$ cat src/design/neighbor_update_expiry_timers_assert.svh
// Assertion macros used by the neighbor timer top-level design file.
`ifndef NEIGHBOR_UPDATE_EXPIRY_TIMERS_ASSERT_SVH
`define NEIGHBOR_UPDATE_EXPIRY_TIMERS_ASSERT_SVH

// Same-cycle implication, disabled while reset is high.
`define NUET_ASSERT_IMPLY(label, clk, rst, ante, cons, msg) \
   label: assert property (@(posedge clk) disable iff (rst) (ante) |-> (cons)) \
      else $error(msg);

// Next-cycle implication, disabled while reset is high.
`define NUET_ASSERT_NEXT(label, clk, rst, ante, cons, msg) \
   label: assert property (@(posedge clk) disable iff (rst) (ante) |=> (cons)) \
      else $error(msg);

`endif

$ cat src/design/nuet_pkg.sv
// Types and constants of the neighbor update and expiry timer block.
`timescale 1ns / 1ps
package nuet_pkg;

   localparam int CSR_W        = 16;
   localparam int SLOT_FIELD_W = 3;
   localparam int RID_W        = 16;
   localparam int IP_W         = 32;
   localparam int TIME_W       = 48;
   localparam int DL_W         = TIME_W + 1;
   localparam int IVAL_W       = 36;
   localparam int SPAN_W       = 38;
   localparam int TMO_W        = 40;

   localparam logic [CSR_W-1:0]  INTERVAL_RESET_S   = 16'd30;
   localparam logic [IVAL_W-1:0] US_PER_S           = 36'd1000000;
   localparam logic [SPAN_W-1:0] EXPIRE_US_PER_S    = 38'd3000000;
   localparam logic [TMO_W-1:0]  NO_SLOT_TIMEOUT_US = 40'd1000000000000;

   typedef enum logic [0:0] {
      FUNC_ARM  = 1'b0,
      FUNC_EVAL = 1'b1
   } func_type;

   typedef enum logic [1:0] {
      KIND_SEND_DUE = 2'd0,
      KIND_EXPIRED  = 2'd1,
      KIND_SUMMARY  = 2'd2
   } kind_type;

   typedef struct packed {
      func_type                func;
      logic [SLOT_FIELD_W-1:0] slot;
      logic [RID_W-1:0]        router_id;
      logic [IP_W-1:0]         ip_addr;
      logic                    connected;
      logic [TIME_W-1:0]       now_us;
   } req_payload_type;

   typedef struct packed {
      kind_type                event_kind;
      logic [SLOT_FIELD_W-1:0] event_slot;
      logic [RID_W-1:0]        event_router_id;
      logic [IP_W-1:0]         event_ip_addr;
      logic [TMO_W-1:0]        next_timeout_us;
      logic                    last;
   } rsp_payload_type;

   typedef struct packed {
      logic [RID_W-1:0]  router_id;
      logic [IP_W-1:0]   ip_addr;
      logic [TIME_W-1:0] send_start_us;
      logic [TIME_W-1:0] expire_start_us;
   } entry_type;

   localparam int ENTRY_W = $bits(entry_type);

endpackage

$ cat src/design/nuet_stream_if.sv
// Valid/ready stream interface carrying one payload per transfer.
`timescale 1ns / 1ps
interface nuet_stream_if #(
   parameter type payload_type = logic
) ();
   logic        valid;
   logic        ready;
   payload_type payload;

   modport source (output valid, output payload, input ready);
   modport sink   (input valid, input payload, output ready);
endinterface

$ cat src/design/neighbor_update_expiry_timers.sv
// Top level of the per-neighbor periodic update and expiry timer block.
`timescale 1ns / 1ps
`include "neighbor_update_expiry_timers_assert.svh"
// The block keeps SLOTS neighbor entries (router id, address, send start and
// expire start) in one RAM with a registered read, and the connected flags in
// flip-flops that reset clears. An arm transfer writes one entry. An evaluate
// transfer steps through a scale state, a walk over the slots, a drain and a
// summary state. The scale state scales the interval register to microseconds,
// then the walk issues one RAM read per slot, one per cycle while the output
// register is free, through the single read port, a three-stage pipeline forms
// the deadlines, decides send-due or expiry and folds the remaining times into
// a running minimum, and after the pipeline drains the closing summary is
// loaded. Events and the summary leave through an output register; while it
// holds a result that is not taken, the walk and its pipeline hold. A new
// request is taken once the previous evaluate has placed its summary, even if
// that summary still waits. The interval register may be written only while
// the block is idle.
module neighbor_update_expiry_timers #(
   parameter int SLOTS = 8
) (
   input  logic                        clock,
   input  logic                        reset,
   input  logic                        csr_wr_en,
   input  logic [nuet_pkg::CSR_W-1:0]  csr_wr_data,
   nuet_stream_if.sink                 req_bus,
   nuet_stream_if.source               rsp_bus
);
   import nuet_pkg::*;

   localparam int SLOT_W = (SLOTS > 1) ? $clog2(SLOTS) : 1;

   typedef enum logic [2:0] {
      ST_IDLE,
      ST_SCALE,
      ST_WALK,
      ST_DRAIN,
      ST_SUMMARY
   } state_type;

   // control state
   state_type         state_ff, state_in;
   logic [CSR_W-1:0]  interval_ff, interval_in;
   logic [SLOTS-1:0]  conn_ff, conn_in;
   logic [SLOT_W-1:0] idx_ff, idx_in;
   logic              p1_live_ff, p1_live_in;
   logic              p2_live_ff, p2_live_in;
   logic              p3_live_ff, p3_live_in;
   logic [TMO_W-1:0]  best_ff, best_in;
   logic              rsp_valid_ff, rsp_valid_in;

   // payload registers
   rsp_payload_type   rsp_data_ff, rsp_data_in;
   logic [TIME_W-1:0] now_ff;
   logic [IVAL_W-1:0] ival_ff;
   logic [SPAN_W-1:0] span_ff;
   logic [SLOT_W-1:0] p1_slot_ff;
   logic [SLOT_W-1:0] p2_slot_ff;
   logic [RID_W-1:0]  p2_rid_ff;
   logic [IP_W-1:0]   p2_ip_ff;
   logic [TIME_W-1:0] p2_exp_start_ff;
   logic [DL_W-1:0]   p2_exp_dl_ff;
   logic [DL_W-1:0]   p2_snd_dl_ff;
   logic [TMO_W-1:0]  p3_rem_e_ff;
   logic [TMO_W-1:0]  p3_rem_s_ff;

   // RAM port signals
   logic               ram_we;
   logic [SLOT_W-1:0]  ram_waddr;
   entry_type          ram_wdata;
   logic [ENTRY_W-1:0] ram_rd_data;
   entry_type          rd_entry;

   // datapath
   logic              out_free;
   logic              req_fire;
   logic [DL_W-1:0]   s1_exp_dl;
   logic [DL_W-1:0]   s1_snd_dl;
   logic [DL_W-1:0]   now_ext;
   logic              exp_hit;
   logic              snd_hit;
   logic [DL_W-1:0]   rem_e_raw;
   logic [DL_W-1:0]   rem_s_raw;
   logic [TMO_W-1:0]  rem_e_sat;
   logic [TMO_W-1:0]  rem_s_sel;
   logic              e_lt_s;
   logic              e_lt_best;
   logic              s_lt_best;

   // The output register is free when empty or when its result transfers now;
   // the whole walk advances only then.
   assign out_free = !rsp_valid_ff || rsp_bus.ready;
   assign req_bus.ready = (state_ff == ST_IDLE);
   assign req_fire = req_bus.valid && req_bus.ready;

   assign rsp_bus.valid   = rsp_valid_ff;
   assign rsp_bus.payload = rsp_data_ff;

   nuet_ram #(
      .WIDTH (ENTRY_W),
      .DEPTH (SLOTS)
   ) u_entry_ram (
      .clock   (clock),
      .wr_en   (ram_we),
      .wr_addr (ram_waddr),
      .wr_data (ram_wdata),
      .rd_en   (out_free),
      .rd_addr (idx_ff),
      .rd_data (ram_rd_data)
   );

   assign rd_entry = entry_type'(ram_rd_data);

   // Stage 1: deadlines of the entry just read, kept one bit wider than time.
   assign s1_exp_dl = {1'b0, rd_entry.expire_start_us} + DL_W'(span_ff);
   assign s1_snd_dl = {1'b0, rd_entry.send_start_us} + DL_W'(ival_ff);

   // Stage 2: compare against now and form the saturated remaining times.
   assign now_ext   = {1'b0, now_ff};
   assign exp_hit   = now_ext >= p2_exp_dl_ff;
   assign snd_hit   = now_ext >= p2_snd_dl_ff;
   assign rem_e_raw = p2_exp_dl_ff - now_ext;
   assign rem_s_raw = p2_snd_dl_ff - now_ext;
   assign rem_e_sat = (rem_e_raw > DL_W'(NO_SLOT_TIMEOUT_US)) ?
                      NO_SLOT_TIMEOUT_US : rem_e_raw[TMO_W-1:0];
   // A slot that became send due waits one full interval for its next send.
   assign rem_s_sel = snd_hit ? TMO_W'(ival_ff) :
                      ((rem_s_raw > DL_W'(NO_SLOT_TIMEOUT_US)) ?
                       NO_SLOT_TIMEOUT_US : rem_s_raw[TMO_W-1:0]);

   // Stage 3: three parallel compares pick the new running minimum.
   assign e_lt_s    = p3_rem_e_ff < p3_rem_s_ff;
   assign e_lt_best = p3_rem_e_ff < best_ff;
   assign s_lt_best = p3_rem_s_ff < best_ff;

   always_comb begin
      state_in     = state_ff;
      interval_in  = interval_ff;
      conn_in      = conn_ff;
      idx_in       = idx_ff;
      p1_live_in   = p1_live_ff;
      p2_live_in   = p2_live_ff;
      p3_live_in   = p3_live_ff;
      best_in      = best_ff;
      rsp_valid_in = rsp_valid_ff;
      rsp_data_in  = rsp_data_ff;
      ram_we       = 1'b0;
      ram_waddr    = p2_slot_ff;
      ram_wdata    = '{router_id:       p2_rid_ff,
                       ip_addr:         p2_ip_ff,
                       send_start_us:   p2_snd_dl_ff[TIME_W-1:0],
                       expire_start_us: p2_exp_start_ff};

      if (csr_wr_en) begin
         interval_in = csr_wr_data;
      end

      // drop a result once it has transferred
      if (out_free) begin
         rsp_valid_in = 1'b0;
      end

      unique case (state_ff)
         ST_IDLE: begin
            if (req_fire) begin
               if (req_bus.payload.func == FUNC_EVAL) begin
                  state_in = ST_SCALE;
               end else if (int'(req_bus.payload.slot) < SLOTS) begin
                  // arm: load the entry and restart both timers at now
                  ram_we    = 1'b1;
                  ram_waddr = SLOT_W'(req_bus.payload.slot);
                  ram_wdata = '{router_id:       req_bus.payload.router_id,
                                ip_addr:         req_bus.payload.ip_addr,
                                send_start_us:   req_bus.payload.now_us,
                                expire_start_us: req_bus.payload.now_us};
                  conn_in[SLOT_W'(req_bus.payload.slot)] = req_bus.payload.connected;
               end
            end
         end
         ST_SCALE: begin
            idx_in   = '0;
            best_in  = NO_SLOT_TIMEOUT_US;
            state_in = ST_WALK;
         end
         ST_WALK: begin
            if (out_free) begin
               idx_in = idx_ff + 1'b1;
               if (idx_ff == SLOT_W'(SLOTS - 1)) begin
                  state_in = ST_DRAIN;
               end
            end
         end
         ST_DRAIN: begin
            if (!p1_live_ff && !p2_live_ff && !p3_live_ff) begin
               state_in = ST_SUMMARY;
            end
         end
         ST_SUMMARY: begin
            if (out_free) begin
               rsp_valid_in = 1'b1;
               rsp_data_in  = '{event_kind:      KIND_SUMMARY,
                                event_slot:      '0,
                                event_router_id: '0,
                                event_ip_addr:   '0,
                                next_timeout_us: best_ff,
                                last:            1'b1};
               state_in     = ST_IDLE;
            end
         end
         default: begin
            state_in = ST_IDLE;
         end
      endcase

      // advance the slot pipeline
      if (out_free) begin
         p1_live_in = (state_ff == ST_WALK) && conn_ff[idx_ff];
         p2_live_in = p1_live_ff;
         p3_live_in = p2_live_ff && !exp_hit;

         priority if (p2_live_ff && exp_hit) begin
            conn_in[p2_slot_ff] = 1'b0;
            rsp_valid_in = 1'b1;
            rsp_data_in  = '{event_kind:      KIND_EXPIRED,
                             event_slot:      SLOT_FIELD_W'(p2_slot_ff),
                             event_router_id: p2_rid_ff,
                             event_ip_addr:   p2_ip_ff,
                             next_timeout_us: '0,
                             last:            1'b0};
         end else if (p2_live_ff && snd_hit) begin
            // move the send start forward by one interval
            ram_we       = 1'b1;
            rsp_valid_in = 1'b1;
            rsp_data_in  = '{event_kind:      KIND_SEND_DUE,
                             event_slot:      SLOT_FIELD_W'(p2_slot_ff),
                             event_router_id: p2_rid_ff,
                             event_ip_addr:   p2_ip_ff,
                             next_timeout_us: '0,
                             last:            1'b0};
         end else begin
         end

         if (p3_live_ff) begin
            if (e_lt_s ? e_lt_best : s_lt_best) begin
               best_in = e_lt_s ? p3_rem_e_ff : p3_rem_s_ff;
            end
         end
      end
   end

   // control state and the output valid
   always_ff @(posedge clock) begin
      if (reset) begin
         state_ff     <= ST_IDLE;
         interval_ff  <= INTERVAL_RESET_S;
         conn_ff      <= '0;
         idx_ff       <= '0;
         p1_live_ff   <= 1'b0;
         p2_live_ff   <= 1'b0;
         p3_live_ff   <= 1'b0;
         best_ff      <= NO_SLOT_TIMEOUT_US;
         rsp_valid_ff <= 1'b0;
      end else begin
         state_ff     <= state_in;
         interval_ff  <= interval_in;
         conn_ff      <= conn_in;
         idx_ff       <= idx_in;
         p1_live_ff   <= p1_live_in;
         p2_live_ff   <= p2_live_in;
         p3_live_ff   <= p3_live_in;
         best_ff      <= best_in;
         rsp_valid_ff <= rsp_valid_in;
      end
   end

   // payload registers
   always_ff @(posedge clock) begin
      rsp_data_ff <= rsp_data_in;
      if (req_fire) begin
         now_ff <= req_bus.payload.now_us;
      end
      if (state_ff == ST_SCALE) begin
         ival_ff <= IVAL_W'(interval_ff) * US_PER_S;
         span_ff <= SPAN_W'(interval_ff) * EXPIRE_US_PER_S;
      end
      if (out_free) begin
         p1_slot_ff      <= idx_ff;
         p2_slot_ff      <= p1_slot_ff;
         p2_rid_ff       <= rd_entry.router_id;
         p2_ip_ff        <= rd_entry.ip_addr;
         p2_exp_start_ff <= rd_entry.expire_start_us;
         p2_exp_dl_ff    <= s1_exp_dl;
         p2_snd_dl_ff    <= s1_snd_dl;
         p3_rem_e_ff     <= rem_e_sat;
         p3_rem_s_ff     <= rem_s_sel;
      end
   end

   `NUET_ASSERT_IMPLY(a_summary_after_drain, clock, reset, state_ff == ST_SUMMARY, !p1_live_ff && !p2_live_ff && !p3_live_ff, "summary with slots still in flight")
   `NUET_ASSERT_IMPLY(a_best_bounded, clock, reset, 1'b1, best_ff <= NO_SLOT_TIMEOUT_US, "running minimum above the no-slot timeout")
   `NUET_ASSERT_NEXT(a_expire_clears, clock, reset, out_free && p2_live_ff && exp_hit, !conn_ff[$past(p2_slot_ff)], "expired slot still connected")
   `NUET_ASSERT_IMPLY(a_walk_write_send, clock, reset, ram_we && state_ff != ST_IDLE, p2_live_ff && out_free && snd_hit && !exp_hit, "entry write-back without a send-due slot")
endmodule

$ cat src/design/nuet_ram.sv
// Generic simple dual-port RAM with registered read.
`timescale 1ns / 1ps
module nuet_ram #(
   parameter int WIDTH = 8,
   parameter int DEPTH = 8
) (
   input  logic                                       clock,
   input  logic                                       wr_en,
   input  logic [((DEPTH > 1) ? $clog2(DEPTH) : 1)-1:0] wr_addr,
   input  logic [WIDTH-1:0]                           wr_data,
   input  logic                                       rd_en,
   input  logic [((DEPTH > 1) ? $clog2(DEPTH) : 1)-1:0] rd_addr,
   output logic [WIDTH-1:0]                           rd_data
);
   logic [WIDTH-1:0] mem_ff [DEPTH];
   logic [WIDTH-1:0] rd_data_ff;

   always_ff @(posedge clock) begin
      if (wr_en) begin
         mem_ff[wr_addr] <= wr_data;
      end
      if (rd_en) begin
         rd_data_ff <= mem_ff[rd_addr];
      end
   end

   assign rd_data = rd_data_ff;
endmodule

$ cat src/flat_wrapper.sv
// flat-port wrapper written by rule: the top's interface ports become plain ports
module neighbor_update_expiry_timers_flat import nuet_pkg::*;
#(
   parameter int SLOTS = 8
)
  (clock, reset, csr_wr_en, csr_wr_data, req_bus_valid, req_bus_payload, req_bus_ready, rsp_bus_valid, rsp_bus_payload, rsp_bus_ready);
  nuet_stream_if #(.payload_type(req_payload_type)) req_bus_i ();
  nuet_stream_if #(.payload_type(rsp_payload_type)) rsp_bus_i ();
  input  logic clock;
  input  logic reset;
  input  logic csr_wr_en;
  input  logic [nuet_pkg::CSR_W-1:0] csr_wr_data;
  input wire logic [$bits(req_bus_i.valid)-1:0] req_bus_valid;
  input wire logic [$bits(req_bus_i.payload)-1:0] req_bus_payload;
  output wire logic [$bits(req_bus_i.ready)-1:0] req_bus_ready;
  output wire logic [$bits(rsp_bus_i.valid)-1:0] rsp_bus_valid;
  output wire logic [$bits(rsp_bus_i.payload)-1:0] rsp_bus_payload;
  input wire logic [$bits(rsp_bus_i.ready)-1:0] rsp_bus_ready;
  assign req_bus_i.valid = req_bus_valid;
  assign req_bus_i.payload = req_bus_payload;
  assign req_bus_ready = req_bus_i.ready;
  assign rsp_bus_valid = rsp_bus_i.valid;
  assign rsp_bus_payload = rsp_bus_i.payload;
  assign rsp_bus_i.ready = rsp_bus_ready;
  neighbor_update_expiry_timers #(.SLOTS(SLOTS)) u_core (.clock(clock), .reset(reset), .csr_wr_en(csr_wr_en), .csr_wr_data(csr_wr_data), .req_bus(req_bus_i), .rsp_bus(rsp_bus_i));
endmodule
$ cat config.mk
export PLATFORM = sky130hd
export DESIGN_NAME = neighbor_update_expiry_timers_flat
export DESIGN_NICKNAME = d
export VERILOG_FILES = /design/src/design/nuet_pkg.sv /design/src/design/nuet_stream_if.sv /design/src/design/neighbor_update_expiry_timers.sv /design/src/design/nuet_ram.sv /design/src/flat_wrapper.sv
export VERILOG_INCLUDE_DIRS = /design/src /design/src/design
export SDC_FILE = /design/constraint.sdc
export NUM_CORES = 2
export LEC_CHECK = 0
export ABC_AREA = 1
export BUFFER_PORTS_ARGS = -buffer_cell sky130_fd_sc_hd__buf_2
export CORE_MARGIN = 2
export CORE_UTILIZATION = 55
export CTS_CLUSTER_DIAMETER = 100
export CTS_CLUSTER_SIZE = 16
export DETAILED_ROUTE_END_ITERATION = 8
export GPL_TIMING_DRIVEN = 0
export PLACE_DENSITY_LB_ADDON = 0.08
export REMOVE_ABC_BUFFERS = 1
export SETUP_SLACK_MARGIN = 0.15
export SLEW_MARGIN = 15
export SYNTH_ARGS = -nofsm -noshare
export SYNTH_HDL_FRONTEND = slang
export SYNTH_SLANG_ARGS = --single-unit
$ cat constraint.sdc
create_clock -name clock -period 38.3 [get_ports clock]
set_input_delay 1.915 -clock clock [delete_from_list [all_inputs] [get_ports clock]]
set_output_delay 1.915 -clock clock [all_outputs]
set_load 0.02 [all_outputs]
==> summary.txt <==
Status
  • Status: finished, final reports clean

Power
  • Post-route total power: just under 0.009 W
  • Worst supply voltage drop on vdd: ~0.074 mV
  • LEAKAGE: 41.75 nW
  • Power per standard cell area: roughly 85 mW/mm^2

Die
  • Die ar.: about 0.17 sq mm
  • X dimension of the die: around 420 microns
  • Std-Cell Rows: 151
  • Placeable core region: approximately 0.17 sq mm
  • Count of pins on the block boundary: 218
  • Overall die height: ~420 microns
  • Effective utilization at floorplan: 55.20%

Finish
  • Most common library cell in the layout ignoring fill and taps: edfxtp_1
  • Final cell utilization of the core: around 60%
  • Count of filler cells inserted in the layout: 13940
  • Commonest non-fill, non-tap cells in the layout: 1679 x edfxtp_1, 1567 x nand2_1, 1461 x nor2_1
  • Synthesis-to-layout area growth: 10.27%
  • Share of final-layout standard cells stronger than drive strength 1: between 6 and 7%
  • Net count, final: 10180

Synthesis
  • Count of flip-flops with a built-in enable after synthesis: 1679
  • Area of the mapped netlist: a little over 0.09 sq mm
  • Distinct cells, synth: 60
  • Cell count after synthesis: roughly 9000
  • Async SR Flop Fraction: 0%
  • Part of the Yosys area used for sequential elements: roughly 58%
  • Number of storage elements in the synthesis netlist: around 1800
  • Most used DFF post-synth: edfxtp_1
  • Ys Warns: 0
  • Syn_area_per_cell: between 10 and 15 sq um

Clock tree
  • CTS sink cnt: approximately 1800
  • Clock buffer depth: 3
  • Clock-pin transition on the worst setup and hold timing paths: around 0.070 ns
  • Hold bufs inserted after CTS: 0
  • Number of instances resized during post-cts repair: 0
  • Root Driver: clkbuf_16
  • Level count of the clock H-tree: 4
  • Count of buffers added by post-CTS timing repair for setup: 0
  • CTS buffer count: 134
  • TritonCTS clock tree: done
  • Clock latency reported for the late side of the worst-skew pair: a little over 0.8 ns

Global routing
  • Antenna violations before repair: 21
  • Global-route congestion overflow total: 0
  • Maximum number of pins on one net before global-route repair: 139
  • Number of global-route vias before repair: about 64000
  • Wire length of the first global-routing pass: 389000 microns
  • Global router's overall resource usage: a little under 30%

Setup path
  • Launch point of the worst path: u_core.now_ff[30]
  • Max FO, Critical Path: 13
  • Critical path endpoint category: flop
  • CP Data Arrival Time: 7.01 ns
  • Critical path data required time: just under 40 ns
  • Worst R2R Start: u_core.now_ff[30]
  • Kind of critical path: flop to flop
  • Startpoint Class: flop

STA
  • Final setup margin: 31.79 ns
  • Setup_tns: 0 ns
  • Fraction of the cycle the final worst path needs: between 15 and 20%
  • Hold Fails Final Rpt: 0
  • Endpoints failing setup: 0
  • Unrepaired setup endpoints after global routing: false
  • Worst hold slack across all endpoints: approximately 0.41 ns
  • Clock period minus final worst setup slack: around 6.5 ns
  • F_max: 0.1537 GHz
  • Number of pins with negative max-slew slack in the final report: 0
  • Worst slew pin tran: between 1 and 1.5 ns
  • Max_slew headroom: between 20% and 30%
  • Clock Skew: 0.05175 ns

Routing
  • Routed len/inst: roughly 22 microns
  • Vias after detailed routing: between 60000 and 70000
  • Detail-routed via count per cell: about 5.7
  • Number of routed nets with antenna violations: 0
  • Post-Route WL: around 260000 microns
  • Router iterations before antenna repair: 6
  • DRC viols: 0
  • First DRT Iteration DRCs: 6818

Worst hold path
  • Type of the most critical hold path: flop to flop
  • Startpoint of the lowest-slack hold path: u_core.u_entry_ram.rd_data[101]

Flow run
  • Max-cap violation count: 0

Place
  • Routability Congestion: about 1
  • Pre-CTS setup slack: 31.81 ns
  • Detailed placement HPWL: 187900 microns
  • Port Buffers: 217
## layer usage
layer	track usage [%]	vias to the layer above	part of all wire [%]	wire [microns]
li1	-	31840	-	-
met1	41.56	32280	43	112300
met2	48.78	2223	47	123000
met3	3.320	369	5.8	15050
met4	9.948	2	3.4	8789
met5	0	-	0.0077	20
## synthesized netlist by cell type (all sizes together), types with 147 or more instances
master | n | area share [%]
edfxtp | 1679 | 54
clkbuf | 276 | 1.1
o21ai | 927 | 5.0
ha | 497 | 6.7
nand2 | 1584 | 6.4
a21oi | 417 | 2.3
nand3 | 245 | 1.3
a31oi | 166 | 1.1
nor2 | 1488 | 6.1
o22ai | 147 | 0.99
inv | 968 | 3.9
dfxtp | 168 | 3.6
fa | 156 | 3.3
## critical path, cell delays in order (launching register included)
cell and delay [ns]:
edfxtp_1 0.36, inv_1 0.19, ha_1 0.36, a21oi_1 0.30
o21ai_1 0.16, a21oi_1 0.26, nor2_1 0.06, nor2_1 0.25
nand3_1 0.29, a21oi_1 0.67, a31oi_4 0.20, buf_8 0.23
buf_16 0.16, nor2_1 0.14, nor2_2 0.16, nor3_2 0.47
buf_4 0.31, buf_4 0.23, buf_4 0.22, buf_4 0.22
buf_4 0.23, buf_4 0.21, buf_4 0.22, buf_4 0.20
## path summary, 6_finish.rpt
kind	end	slack, ns	cells after the start
max	u_core.u_entry_ram.mem_ff[6][140]	31.79	23
min	u_core.p2_ip_ff[5]	0.41	0
max reg2reg	u_core.u_entry_ram.mem_ff[6][140]	31.79	23
min reg2reg	u_core.p2_ip_ff[5]	0.41	0
## metrics by stage
| stage | cell area (sq um) | std cells |
|---|---|---|
| detailed placement | 98840 | 11490 |
| CTS | 102800 | 11720 |
| finish | 102800 | 11720 |
| global placement | 95750 | 11330 |
| global route | 102800 | 11720 |
| floorplan | 91890 | 8893 |
## cell families (layout without fill, tap and decap cells)
| logic type | Yosys count | count (layout) | synth area share [%] |
|---|---|---|---|
| AO/OA/AOI/OAI | 1772 | 1772 | 10.40 |
| XOR/XNOR | 172 | 172 | 1.640 |
| adder cells (fa/ha/maj) | 653 | 653 | 10.02 |
| buffers and inverters | 1301 | 1575 | 5.351 |
| flip-flops | 1847 | 1847 | 57.69 |
| other | 0 | 6 | 0 |
| AND/OR/NAND/NOR | 3479 | 3479 | 14.91 |
## power by group
part	internal, W	total, W	switching, W
sequential	0.00294	0.00320	0.000261
clock	0.000670	0.00136	0.000689
combinational	0.00135	0.00420	0.00285
## final cells by class
class / instances / area [sq um] / area share, %
Clock buffer: 212 / 3689 / 3.588
Timing Repair Buffer: 378 / 4046 / 3.936
Inverter: 970 / 3679 / 3.578
Antenna cell: 6 / 15.01 / 0.01460
Multi-Input combinational cell: 6076 / 34550 / 33.61
Clock inverter: 15 / 261.5 / 0.2544
Tap cell: 2218 / 2775 / 2.699
Sequential cell: 1847 / 53790 / 52.32
## registers in the layout, indices dropped and copies added, names as in the netlist, 8 cells and up
register,count
u_core.conn_ff,8
u_core.p2_ip_ff,32
u_core.p2_exp_start_ff,42
u_core.p2_snd_dl_ff,49
u_core.now_ff,48
u_core.u_entry_ram.rd_data,144
u_core.best_ff,40
u_core.p3_rem_s_ff,40
u_core.u_entry_ram.mem_ff,1152
u_core.ival_ff,30
u_core.rsp_bus.payload,94
u_core.p3_rem_e_ff,40
u_core.p2_exp_dl_ff,49
u_core.span_ff,31
u_core.p2_rid_ff,16
u_core.interval_ff,16
Power figures use the tool's default switching activity.
